**src/design/lirs_pkg.sv**
```systemverilog
// ----------------------------------------------------------------------------
// lirs_pkg
// Shared types and constants for the linear interpolation resampler with
// channel mapping.
// ----------------------------------------------------------------------------
package lirs_pkg;

   localparam int MAX_CHANNELS = 2;
   localparam int MAX_RUN      = 16;

   localparam int SAMPLE_W = 32;
   localparam int STEP_W   = 21;
   localparam int PHASE_W  = 22;
   localparam int FRAC_W   = 16;
   localparam int CSR_W    = 21;
   localparam int CSR_IDX_W = 2;

   localparam logic [PHASE_W-1:0] UNIT_PHASE = 22'h010000;
   localparam logic [PHASE_W-1:0] PHASE_MAX  = 22'h0FFFFF;
   localparam logic [STEP_W-1:0]  UNIT_STEP  = 21'h010000;

   localparam logic [STEP_W-1:0] RESET_RATE_STEP  = 21'h010000;
   localparam logic [1:0]        RESET_IN_COUNT   = 2'd2;
   localparam logic [1:0]        RESET_OUT_COUNT  = 2'd2;
   localparam logic              RESET_FORMAT     = 1'b0;

   typedef enum logic [CSR_IDX_W-1:0] {
      CSR_RATE_STEP     = 2'd0,
      CSR_IN_CHANNELS   = 2'd1,
      CSR_OUT_CHANNELS  = 2'd2,
      CSR_SAMPLE_FORMAT = 2'd3
   } csr_index_type;

   typedef struct packed {
      logic [STEP_W-1:0] rate_step;
      logic              unit_step;
      logic              in_two;
      logic              out_two;
      logic              wide;
   } cfg_type;

   typedef struct packed {
      logic capture;
      logic calc;
      logic finish_empty;
      logic load_out;
      logic last;
   } cmd_type;

   typedef struct packed {
      logic unit_step;
      logic phase_full;
      logic run_end;
      logic out_free;
   } status_type;

endpackage

```
**src/design/lirs_csr.sv**
```systemverilog
// ----------------------------------------------------------------------------
// lirs_csr
// Configuration registers with decoded channel and step flags.
// ----------------------------------------------------------------------------
module lirs_csr (
   input  logic                             clock,
   input  logic                             reset,
   input  logic                             csr_write_enable,
   input  logic [lirs_pkg::CSR_IDX_W-1:0]   csr_index,
   input  logic [lirs_pkg::CSR_W-1:0]       csr_write_data,
   output lirs_pkg::cfg_type                cfg
);

   localparam int ChanLimit = (lirs_pkg::MAX_CHANNELS < 2) ? lirs_pkg::MAX_CHANNELS : 2;

   logic [lirs_pkg::STEP_W-1:0] rate_step_ff, rate_step_in;
   logic [1:0]                  in_count_ff, in_count_in;
   logic [1:0]                  out_count_ff, out_count_in;
   logic                        format_ff, format_in;

   always_comb begin
      rate_step_in = rate_step_ff;
      in_count_in  = in_count_ff;
      out_count_in = out_count_ff;
      format_in    = format_ff;
      if (csr_write_enable) begin
         case (lirs_pkg::csr_index_type'(csr_index))
            lirs_pkg::CSR_RATE_STEP:     rate_step_in = csr_write_data[lirs_pkg::STEP_W-1:0];
            lirs_pkg::CSR_IN_CHANNELS:   in_count_in  = csr_write_data[1:0];
            lirs_pkg::CSR_OUT_CHANNELS:  out_count_in = csr_write_data[1:0];
            lirs_pkg::CSR_SAMPLE_FORMAT: format_in    = csr_write_data[0];
            default: ;
         endcase
      end
   end

   always_ff @(posedge clock) begin
      if (reset) begin
         rate_step_ff <= lirs_pkg::RESET_RATE_STEP;
         in_count_ff  <= lirs_pkg::RESET_IN_COUNT;
         out_count_ff <= lirs_pkg::RESET_OUT_COUNT;
         format_ff    <= lirs_pkg::RESET_FORMAT;
      end else begin
         rate_step_ff <= rate_step_in;
         in_count_ff  <= in_count_in;
         out_count_ff <= out_count_in;
         format_ff    <= format_in;
      end
   end

   // zero counts as one, counts above the limit are clamped
   always_comb begin
      cfg.rate_step = rate_step_ff;
      cfg.unit_step = (rate_step_ff == lirs_pkg::UNIT_STEP);
      cfg.in_two    = (in_count_ff >= 2'd2) && (ChanLimit >= 2);
      cfg.out_two   = (out_count_ff >= 2'd2) && (ChanLimit >= 2);
      cfg.wide      = format_ff;
   end

endmodule

```
**src/design/lirs_ctrl.sv**
```systemverilog
// ----------------------------------------------------------------------------
// lirs_ctrl
// Controller: sequences capture, product calculation and result loading,
// and counts the results of one run.
// ----------------------------------------------------------------------------
module lirs_ctrl #(
   parameter int MAX_RUN = lirs_pkg::MAX_RUN
) (
   input  logic                 clock,
   input  logic                 reset,
   input  logic                 req_valid,
   output logic                 req_ready,
   input  lirs_pkg::status_type status,
   output lirs_pkg::cmd_type    cmd
);

   localparam int RunW = (MAX_RUN > 1) ? $clog2(MAX_RUN) : 1;

   typedef enum logic [2:0] {
      ST_IDLE = 3'b001,
      ST_CALC = 3'b010,
      ST_EMIT = 3'b100
   } state_type;

   state_type       state_ff, state_in;
   logic [RunW-1:0] run_cnt_ff, run_cnt_in;
   logic            run_cap;

   assign run_cap = (run_cnt_ff == RunW'(MAX_RUN - 1));

   always_comb begin
      state_in   = state_ff;
      run_cnt_in = run_cnt_ff;
      cmd        = '0;
      req_ready  = 1'b0;
      case (state_ff)
         ST_IDLE: begin
            req_ready = 1'b1;
            if (req_valid) begin
               cmd.capture = 1'b1;
               run_cnt_in  = '0;
               state_in    = ST_CALC;
            end
         end
         ST_CALC: begin
            if (status.unit_step) begin
               state_in = ST_EMIT;
            end else if (status.phase_full) begin
               cmd.finish_empty = 1'b1;
               state_in         = ST_IDLE;
            end else begin
               cmd.calc = 1'b1;
               state_in = ST_EMIT;
            end
         end
         ST_EMIT: begin
            if (status.out_free) begin
               cmd.load_out = 1'b1;
               cmd.last     = status.unit_step || run_cap || status.run_end;
               if (cmd.last) begin
                  state_in = ST_IDLE;
               end else begin
                  run_cnt_in = run_cnt_ff + 1'b1;
                  state_in   = ST_CALC;
               end
            end
         end
         default: begin
            state_in = ST_IDLE;
         end
      endcase
   end

   always_ff @(posedge clock) begin
      if (reset) begin
         state_ff   <= ST_IDLE;
         run_cnt_ff <= '0;
      end else begin
         state_ff   <= state_in;
         run_cnt_ff <= run_cnt_in;
      end
   end

   // a run never goes past the cap
   a_run_capped: assert property (@(posedge clock) disable iff (reset)
      (cmd.load_out && run_cap) |-> cmd.last)
      else $error("run exceeded its cap");

endmodule

```
**src/design/lirs_dp.sv**
```systemverilog
// ----------------------------------------------------------------------------
// lirs_dp
// Datapath: sample scaling, previous frame and phase, per-channel
// difference multiply, interpolation add, channel mapping, output register.
// ----------------------------------------------------------------------------
module lirs_dp (
   input  logic                                clock,
   input  logic                                reset,
   input  lirs_pkg::cfg_type                   cfg,
   input  lirs_pkg::cmd_type                   cmd,
   output lirs_pkg::status_type                status,
   input  logic signed [lirs_pkg::SAMPLE_W-1:0] req_in_sample_a,
   input  logic signed [lirs_pkg::SAMPLE_W-1:0] req_in_sample_b,
   input  logic                                req_discontinuity,
   output logic                                rsp_valid,
   input  logic                                rsp_ready,
   output logic signed [lirs_pkg::SAMPLE_W-1:0] rsp_out_sample_a,
   output logic signed [lirs_pkg::SAMPLE_W-1:0] rsp_out_sample_b,
   output logic                                rsp_last_of_run
);

   localparam int SW = lirs_pkg::SAMPLE_W;
   localparam int PW = lirs_pkg::PHASE_W;
   localparam int DW = SW + 1;
   localparam int MW = DW + lirs_pkg::FRAC_W + 1;

   logic signed [SW-1:0] cur_a_ff, cur_a_in, cur_b_ff, cur_b_in;
   logic signed [SW-1:0] prev_a_ff, prev_a_in, prev_b_ff, prev_b_in;
   logic [PW-1:0]        phase_ff, phase_in;
   logic signed [DW-1:0] prod_a_ff, prod_a_in, prod_b_ff, prod_b_in;
   logic                 out_valid_ff, out_valid_in;
   logic signed [SW-1:0] out_a_ff, out_a_in, out_b_ff, out_b_in;
   logic                 out_last_ff, out_last_in;

   logic signed [SW-1:0]                 scaled_a, scaled_b;
   logic signed [DW-1:0]                 diff_a, diff_b, sum_a, sum_b;
   logic signed [lirs_pkg::FRAC_W:0]     frac;
   logic signed [MW-1:0]                 mul_a, mul_b;
   logic signed [SW-1:0]                 val_a, val_b;
   logic [PW-1:0]                        step_next;
   logic                                 out_free;

   function automatic logic [SW-1:0] to_q31(input logic [SW-1:0] raw, input logic wide);
      return wide ? raw : {raw[15:0], 16'h0000};
   endfunction

   // drop one frame of phase, a capped run restarts at zero
   function automatic logic [PW-1:0] phase_wrap(input logic [PW-1:0] p);
      logic [PW-1:0] pm;
      logic [PW-1:0] d;
      pm = (p < lirs_pkg::UNIT_PHASE) ? lirs_pkg::UNIT_PHASE : p;
      d  = pm - lirs_pkg::UNIT_PHASE;
      return (d > lirs_pkg::PHASE_MAX) ? lirs_pkg::PHASE_MAX : d;
   endfunction

   always_comb begin
      scaled_a = to_q31(req_in_sample_a, cfg.wide);
      scaled_b = cfg.in_two ? to_q31(req_in_sample_b, cfg.wide) : '0;

      diff_a = {cur_a_ff[SW-1], cur_a_ff} - {prev_a_ff[SW-1], prev_a_ff};
      diff_b = {cur_b_ff[SW-1], cur_b_ff} - {prev_b_ff[SW-1], prev_b_ff};
      frac   = {1'b0, phase_ff[lirs_pkg::FRAC_W-1:0]};
      mul_a  = diff_a * frac;
      mul_b  = diff_b * frac;

      // floor of the product over 2^16
      prod_a_in = cmd.calc ? mul_a[DW+lirs_pkg::FRAC_W-1:lirs_pkg::FRAC_W] : prod_a_ff;
      prod_b_in = cmd.calc ? mul_b[DW+lirs_pkg::FRAC_W-1:lirs_pkg::FRAC_W] : prod_b_ff;

      sum_a = {prev_a_ff[SW-1], prev_a_ff} + prod_a_ff;
      sum_b = {prev_b_ff[SW-1], prev_b_ff} + prod_b_ff;
      val_a = cfg.unit_step ? cur_a_ff : sum_a[SW-1:0];
      val_b = cfg.unit_step ? cur_b_ff : sum_b[SW-1:0];

      step_next = phase_ff + {1'b0, cfg.rate_step};
      out_free  = !out_valid_ff || rsp_ready;

      cur_a_in  = cmd.capture ? scaled_a : cur_a_ff;
      cur_b_in  = cmd.capture ? scaled_b : cur_b_ff;
      prev_a_in = prev_a_ff;
      prev_b_in = prev_b_ff;
      phase_in  = phase_ff;

      if (cmd.capture && req_discontinuity) begin
         prev_a_in = '0;
         prev_b_in = '0;
         phase_in  = '0;
      end
      if (cmd.finish_empty) begin
         phase_in  = phase_wrap(phase_ff);
         prev_a_in = cur_a_ff;
         prev_b_in = cur_b_ff;
      end
      if (cmd.load_out) begin
         if (cmd.last) begin
            if (!cfg.unit_step) begin
               phase_in = phase_wrap(step_next);
            end
            prev_a_in = cur_a_ff;
            prev_b_in = cur_b_ff;
         end else begin
            phase_in = step_next;
         end
      end

      out_valid_in = cmd.load_out ? 1'b1 : (rsp_ready ? 1'b0 : out_valid_ff);
      out_a_in     = cmd.load_out ? val_a : out_a_ff;
      out_b_in     = out_b_ff;
      if (cmd.load_out) begin
         out_b_in = cfg.out_two ? (cfg.in_two ? val_b : val_a) : '0;
      end
      out_last_in  = cmd.load_out ? cmd.last : out_last_ff;

      status.unit_step  = cfg.unit_step;
      status.phase_full = (phase_ff >= lirs_pkg::UNIT_PHASE);
      status.run_end    = (step_next >= lirs_pkg::UNIT_PHASE);
      status.out_free   = out_free;
   end

   always_ff @(posedge clock) begin
      if (reset) begin
         prev_a_ff    <= '0;
         prev_b_ff    <= '0;
         phase_ff     <= '0;
         out_valid_ff <= 1'b0;
      end else begin
         prev_a_ff    <= prev_a_in;
         prev_b_ff    <= prev_b_in;
         phase_ff     <= phase_in;
         out_valid_ff <= out_valid_in;
      end
   end

   always_ff @(posedge clock) begin
      cur_a_ff    <= cur_a_in;
      cur_b_ff    <= cur_b_in;
      prod_a_ff   <= prod_a_in;
      prod_b_ff   <= prod_b_in;
      out_a_ff    <= out_a_in;
      out_b_ff    <= out_b_in;
      out_last_ff <= out_last_in;
   end

   assign rsp_valid        = out_valid_ff;
   assign rsp_out_sample_a = out_a_ff;
   assign rsp_out_sample_b = out_b_ff;
   assign rsp_last_of_run  = out_last_ff;

   // a held result is never overwritten
   a_no_overwrite: assert property (@(posedge clock) disable iff (reset)
      cmd.load_out |-> (!out_valid_ff || rsp_ready))
      else $error("output register overwritten while held");

   // mid-run phase always lies before the current frame
   a_phase_in_run: assert property (@(posedge clock) disable iff (reset)
      cmd.load_out |-> (cfg.unit_step || (phase_ff < lirs_pkg::UNIT_PHASE)))
      else $error("result loaded with phase past the current frame");

   // stored phase fits its saturated range after a run ends
   a_phase_stored: assert property (@(posedge clock) disable iff (reset)
      (cmd.finish_empty || (cmd.load_out && cmd.last)) |=>
         (phase_ff <= lirs_pkg::PHASE_MAX))
      else $error("stored phase out of range");

endmodule

```
**src/design/linear_interp_resampler_upmix_unit.sv**
```systemverilog
// ----------------------------------------------------------------------------
// linear_interp_resampler_upmix_unit
// Linear interpolation sample-rate converter with mono/stereo channel mapping.
// ----------------------------------------------------------------------------
// Each input item is one PCM frame, scaled to Q1.31; the unit emits every
// output frame that falls between the previous and the current frame,
// prev + floor(frac * (cur - prev)), advancing a Q6.16 phase by rate_step,
// with at most MAX_RUN results per item. An accepted item is captured; each
// result then goes through the per-channel product register and then through
// the interpolation add into the output register, which holds it while the
// result side stalls. An item with no results only updates the phase and
// the previous frame. A unit step passes the frame through as one result.
// The next item is taken while the last result of a run still waits in the
// output register. Configuration is to be written only while the unit is
// idle; the unit itself does not enforce this.
// ----------------------------------------------------------------------------
module linear_interp_resampler_upmix_unit #(
   parameter int MAX_RUN = lirs_pkg::MAX_RUN
) (
   input  logic                                 clock,
   input  logic                                 reset,
   input  logic                                 csr_write_enable,
   input  logic [lirs_pkg::CSR_IDX_W-1:0]       csr_index,
   input  logic [lirs_pkg::CSR_W-1:0]           csr_write_data,
   input  logic                                 req_valid,
   output logic                                 req_ready,
   input  logic signed [lirs_pkg::SAMPLE_W-1:0] req_in_sample_a,
   input  logic signed [lirs_pkg::SAMPLE_W-1:0] req_in_sample_b,
   input  logic                                 req_discontinuity,
   output logic                                 rsp_valid,
   input  logic                                 rsp_ready,
   output logic signed [lirs_pkg::SAMPLE_W-1:0] rsp_out_sample_a,
   output logic signed [lirs_pkg::SAMPLE_W-1:0] rsp_out_sample_b,
   output logic                                 rsp_last_of_run
);

   lirs_pkg::cfg_type    cfg;
   lirs_pkg::cmd_type    cmd;
   lirs_pkg::status_type status;

   lirs_csr u_csr (
      .clock            (clock),
      .reset            (reset),
      .csr_write_enable (csr_write_enable),
      .csr_index        (csr_index),
      .csr_write_data   (csr_write_data),
      .cfg              (cfg)
   );

   lirs_ctrl #(
      .MAX_RUN (MAX_RUN)
   ) u_ctrl (
      .clock     (clock),
      .reset     (reset),
      .req_valid (req_valid),
      .req_ready (req_ready),
      .status    (status),
      .cmd       (cmd)
   );

   lirs_dp u_dp (
      .clock             (clock),
      .reset             (reset),
      .cfg               (cfg),
      .cmd               (cmd),
      .status            (status),
      .req_in_sample_a   (req_in_sample_a),
      .req_in_sample_b   (req_in_sample_b),
      .req_discontinuity (req_discontinuity),
      .rsp_valid         (rsp_valid),
      .rsp_ready         (rsp_ready),
      .rsp_out_sample_a  (rsp_out_sample_a),
      .rsp_out_sample_b  (rsp_out_sample_b),
      .rsp_last_of_run   (rsp_last_of_run)
   );

endmodule

```
**config.mk**
```make
export PLATFORM = sky130hd
export DESIGN_NAME = linear_interp_resampler_upmix_unit
export DESIGN_NICKNAME = d
export VERILOG_FILES = /design/src/design/lirs_pkg.sv /design/src/design/lirs_csr.sv /design/src/design/lirs_ctrl.sv /design/src/design/lirs_dp.sv /design/src/design/linear_interp_resampler_upmix_unit.sv
export SDC_FILE = /design/constraint.sdc
export NUM_CORES = 2
export LEC_CHECK = 0
export BUFFER_PORTS_ARGS = -buffer_cell sky130_fd_sc_hd__buf_4
export CAP_MARGIN = 20
export CELL_PAD_IN_SITES_DETAIL_PLACEMENT = 1
export CELL_PAD_IN_SITES_GLOBAL_PLACEMENT = 1
export CORE_MARGIN = 5
export CORE_UTILIZATION = 45
export CTS_BUF_LIST = sky130_fd_sc_hd__clkbuf_8
export CTS_CLUSTER_DIAMETER = 30
export DETAILED_ROUTE_END_ITERATION = 16
export PLACE_DENSITY = 0.87
export SYNTH_ARGS = -nofsm -noshare
export SYNTH_HDL_FRONTEND = slang
export SYNTH_HIERARCHICAL = 1
export SYNTH_SLANG_ARGS = --single-unit
```
**constraint.sdc**
```tcl
create_clock -name clock -period 9.52 [get_ports clock]
set_clock_uncertainty 0.05 [all_clocks]
set_input_delay 1.428 -clock clock [delete_from_list [all_inputs] [get_ports clock]]
set_output_delay 1.428 -clock clock [all_outputs]
set_load 0.05 [all_outputs]
```
==> out/results.txt <==
outcome - completed
CP max-delay cell - fa_1
Fin. Hold Viols - 0
CTS tree - built
max incr delay on CP - 0.84 ns
Critical path buffers and inverters - 6
Lkg Pwr - 0.03069 uW
CTS Buf Count - 73
clock latency at the later pin of the worst-skew pair - 0.73 ns
Post-synth EDFFs - 193
max_cap viols - 0
CTS root buf - clkbuf_8
Vias/cell - 6.203
part of the power in registers - 32.7%
DR pass1 iterations - 6
most used routing layer in global routing - met2
fillers - 15,300
Die X - 371.9 um
Seq. cell area - 8180 um2
antenna-violating nets left - 0
Pwr Total - 4712 uW
global-route wire length before repair - 352.7 mm
Total Wirelength - 234.8 mm
Int Power - 2975 uW
Post-CTS Hold Buffers - 0
Seq/Total Area, Yosys - 13.84%
Synth Area in Compound Gates - 11.90%
largest net degree at the start of global routing - 86
Net Count, Synth - 8,308
Crit. End Element - flop
final core utilization - 49.83%
routing usage on met2 - 52.80%
switching part of the total - 36.86%
HP Class - flop to flop
CP delay by family, top - adder cells
critical path arrival - 9.77 ns
Final Critical Period - 9.358 ns
combinational power share - 26.7%
Synth Instances - 6,866
XOR/XNOR share of the synthesized area - 2.757%
Initial DRC Count - 5,666
largest family of logic cells by synthesized area - adder cells
Worst-Margin Slew - 1.143 ns
Adder-Cell Fraction of Synth Area - 41.14%
mux contribution to synthesized area - 0.9892%
Avg Cell Area, Syn - 8.585 um2
RSZ-0062 raised after global routing - true
vias in the first global route - 59,260
Residual DRC - 0
Cell Pwr Density - 72.83 nW/um2
GPL Wtd Cong - 0.9736
maximum vdd drop - 0.09921 mV
layout cells sized above 1 - 9.433%
area of the multi-input gates - 44,830 um2
Synth Area in Simple Gates - 18.71%
Synth Register Bits - 311
critical-path maximum fanout - 10
PortBufs - 159
Die Area - 138,300 um2
hpwl dp - 179.0 mm
H-tree levels - 3
FMAX - 106.9 MHz
GRT overflow - 0
routing usage on met1 - 41.12%
WL/cell - 26.84 um
Core Footprint - 129,800 um2
Layout area overhead - 9.754%
Critical Path RT - 9.94 ns
cell repeated most along the worst path - fa_1
clk buf depth - 3
Reg clk slew, reported paths - 0.06 ns
layout net count - 8,383
clock sinks - 311
Rel. slew slack - 23.82%
routed vias - 54,250
Post-synth top flop - edfxtp_1
Die Ht - 371.9 um
initial antenna violation count - 8
final period utilization - 98.30%
GR Layer Usage met3 - 8.017%
switching pwr - 1737 uW
synth unique cells - 101
Async SR Flop Fraction - 0%
clock network power share - 40.6%
final setup fails - 0
cell area after synthesis - 58,940 um2
Worst Setup Start Kind - flop
gr usage total - 33.18%
num rows - 132
Initial Utilization - 45.41%
Synth Warn # - 6
I/O Pins - 160
WS Path Type - flop to flop
Pins Over Slew Limit - 0
registers in the layout (all words and copies together), names as in the netlist, 4 cells and up:
| name | count |
|---|---|
| u_dp/phase_ff | 22 |
| u_dp/cur_b_ff | 32 |
| u_dp/rsp_out_sample_a | 32 |
| u_dp/cur_a_ff | 32 |
| u_dp/rsp_out_sample_b | 32 |
| u_dp/prod_a_ff | 32 |
| u_ctrl/run_cnt_ff | 4 |
| u_dp/prev_b_ff | 32 |
| u_dp/prod_b_ff | 32 |
| u_dp/prev_a_ff | 32 |
| u_csr/rate_step_ff | 21 |
logic make-up (layout without fill, tap and decap cells):
logic type	after synthesis	after routing
AND/OR/NAND/NOR	2233	2233
buffers and inverters	1665	1796
adder cells (fa/ha/maj)	1357	1357
AO/OA/AOI/OAI	1062	1062
flip-flops	311	311
XOR/XNOR	184	184
multiplexers	54	54
other	0	7
cell usage after synthesis (all sizes together) (170+ instances only):
master,count,area (um2)
nand2,803,3024
ha,378,4730
a21oi,306,1535
and2,380,2377
fa,971,19440
nand3,225,1126
nor2,267,1002
clkbuf,352,1323
inv,1279,4801
o21ai,215,1084
nor3,170,850.8
edfxtp,193,5796
metrics by stage:
stage | instance area, um2 | hold slack [ns] | TNS (ns) | worst slack, ns | std cells
floorplan | 58940 | 0.3967 | 0 | 1.018 | 6866
global route | 64680 | 0.4607 | -0.2177 | -0.1188 | 8740
detailed placement | 62490 | 0.4229 | -0.6866 | -0.4422 | 8590
finish | 64690 | 0.4274 | 0 | 0.1623 | 8746
CTS | 64290 | 0.4324 | 0 | 0.005769 | 8723
global placement | 62490 | 0.4177 | 0 | 0.1693 | 8590
final timing paths:
check	from	endpoint	slack (ns)	cells after the start
setup / recovery	u_dp/cur_b_ff[0]	u_dp/prod_b_ff[30]	0.16	31
hold / removal	u_csr/rate_step_ff[11]	u_csr/rate_step_ff[11]	0.43	2
setup reg to reg	u_dp/cur_b_ff[0]	u_dp/prod_b_ff[30]	0.16	31
hold reg to reg	u_csr/rate_step_ff[11]	u_csr/rate_step_ff[11]	0.43	2
power by group through the flow:
| stage | logic (uW) | registers [uW] | clock network, uW |
|---|---|---|---|
| finish | 1260 | 1540 | 1910 |
| global route | 1290 | 1540 | 1990 |
| CTS | 1170 | 1540 | 1920 |
| detailed placement | 1150 | 1560 | 0 |
| global placement | 1090 | 1560 | 0 |
| floorplan | 637 | 1530 | 0 |
cell type report:
| type | instances | area share (%) |
|---|---|---|
| Clock inverter | 50 | 0.9748 |
| Antenna cell | 7 | 0.02708 |
| Sequential cell | 311 | 12.65 |
| Clock buffer | 81 | 1.723 |
| Multi-Input combinational cell | 4890 | 69.29 |
| Tap cell | 1742 | 3.369 |
| Inverter | 1288 | 7.473 |
| Timing Repair Buffer | 377 | 4.495 |
routing by layer:
layer  vias to the layer above  wire [um]
met5                         -         57
met4                         8      16820
met3                      1064      26730
met2                      3510     106000
met1                     27470      85200
li1                      22200          -
repair_timing:
action,CTS,global route
endpoints found under the setup margin,7,30
cloned,0,0
endpoints found under the hold margin,0,0
pin swaps,1,6
gates resized for setup,9,56
buffers inserted,2,11
worst reg2reg max path: cells and delay by family, from the launching register on:
family	cells	cell delay (ns)
buf+inv	6	0.55
simple gates	5	1.16
xor+xnor	1	0.08
flops	1	0.38
fa+ha+maj	9	4.57
compound gates	10	2.32
layout by cell type, fill, tap and decap left out, drive strengths merged, types with 84 or more instances in the layout:
cell type and instances:
a21o 103, nor3 170, dfxtp 118, and2 380, nor2 267, inv 1299
buf 377, a21oi 306, nand3 225, edfxtp 193, fa 971, o21ai 215
and3 84, ha 378, xnor2 126, nand2 803
Note: power is estimated with default switching activity, not from simulation.
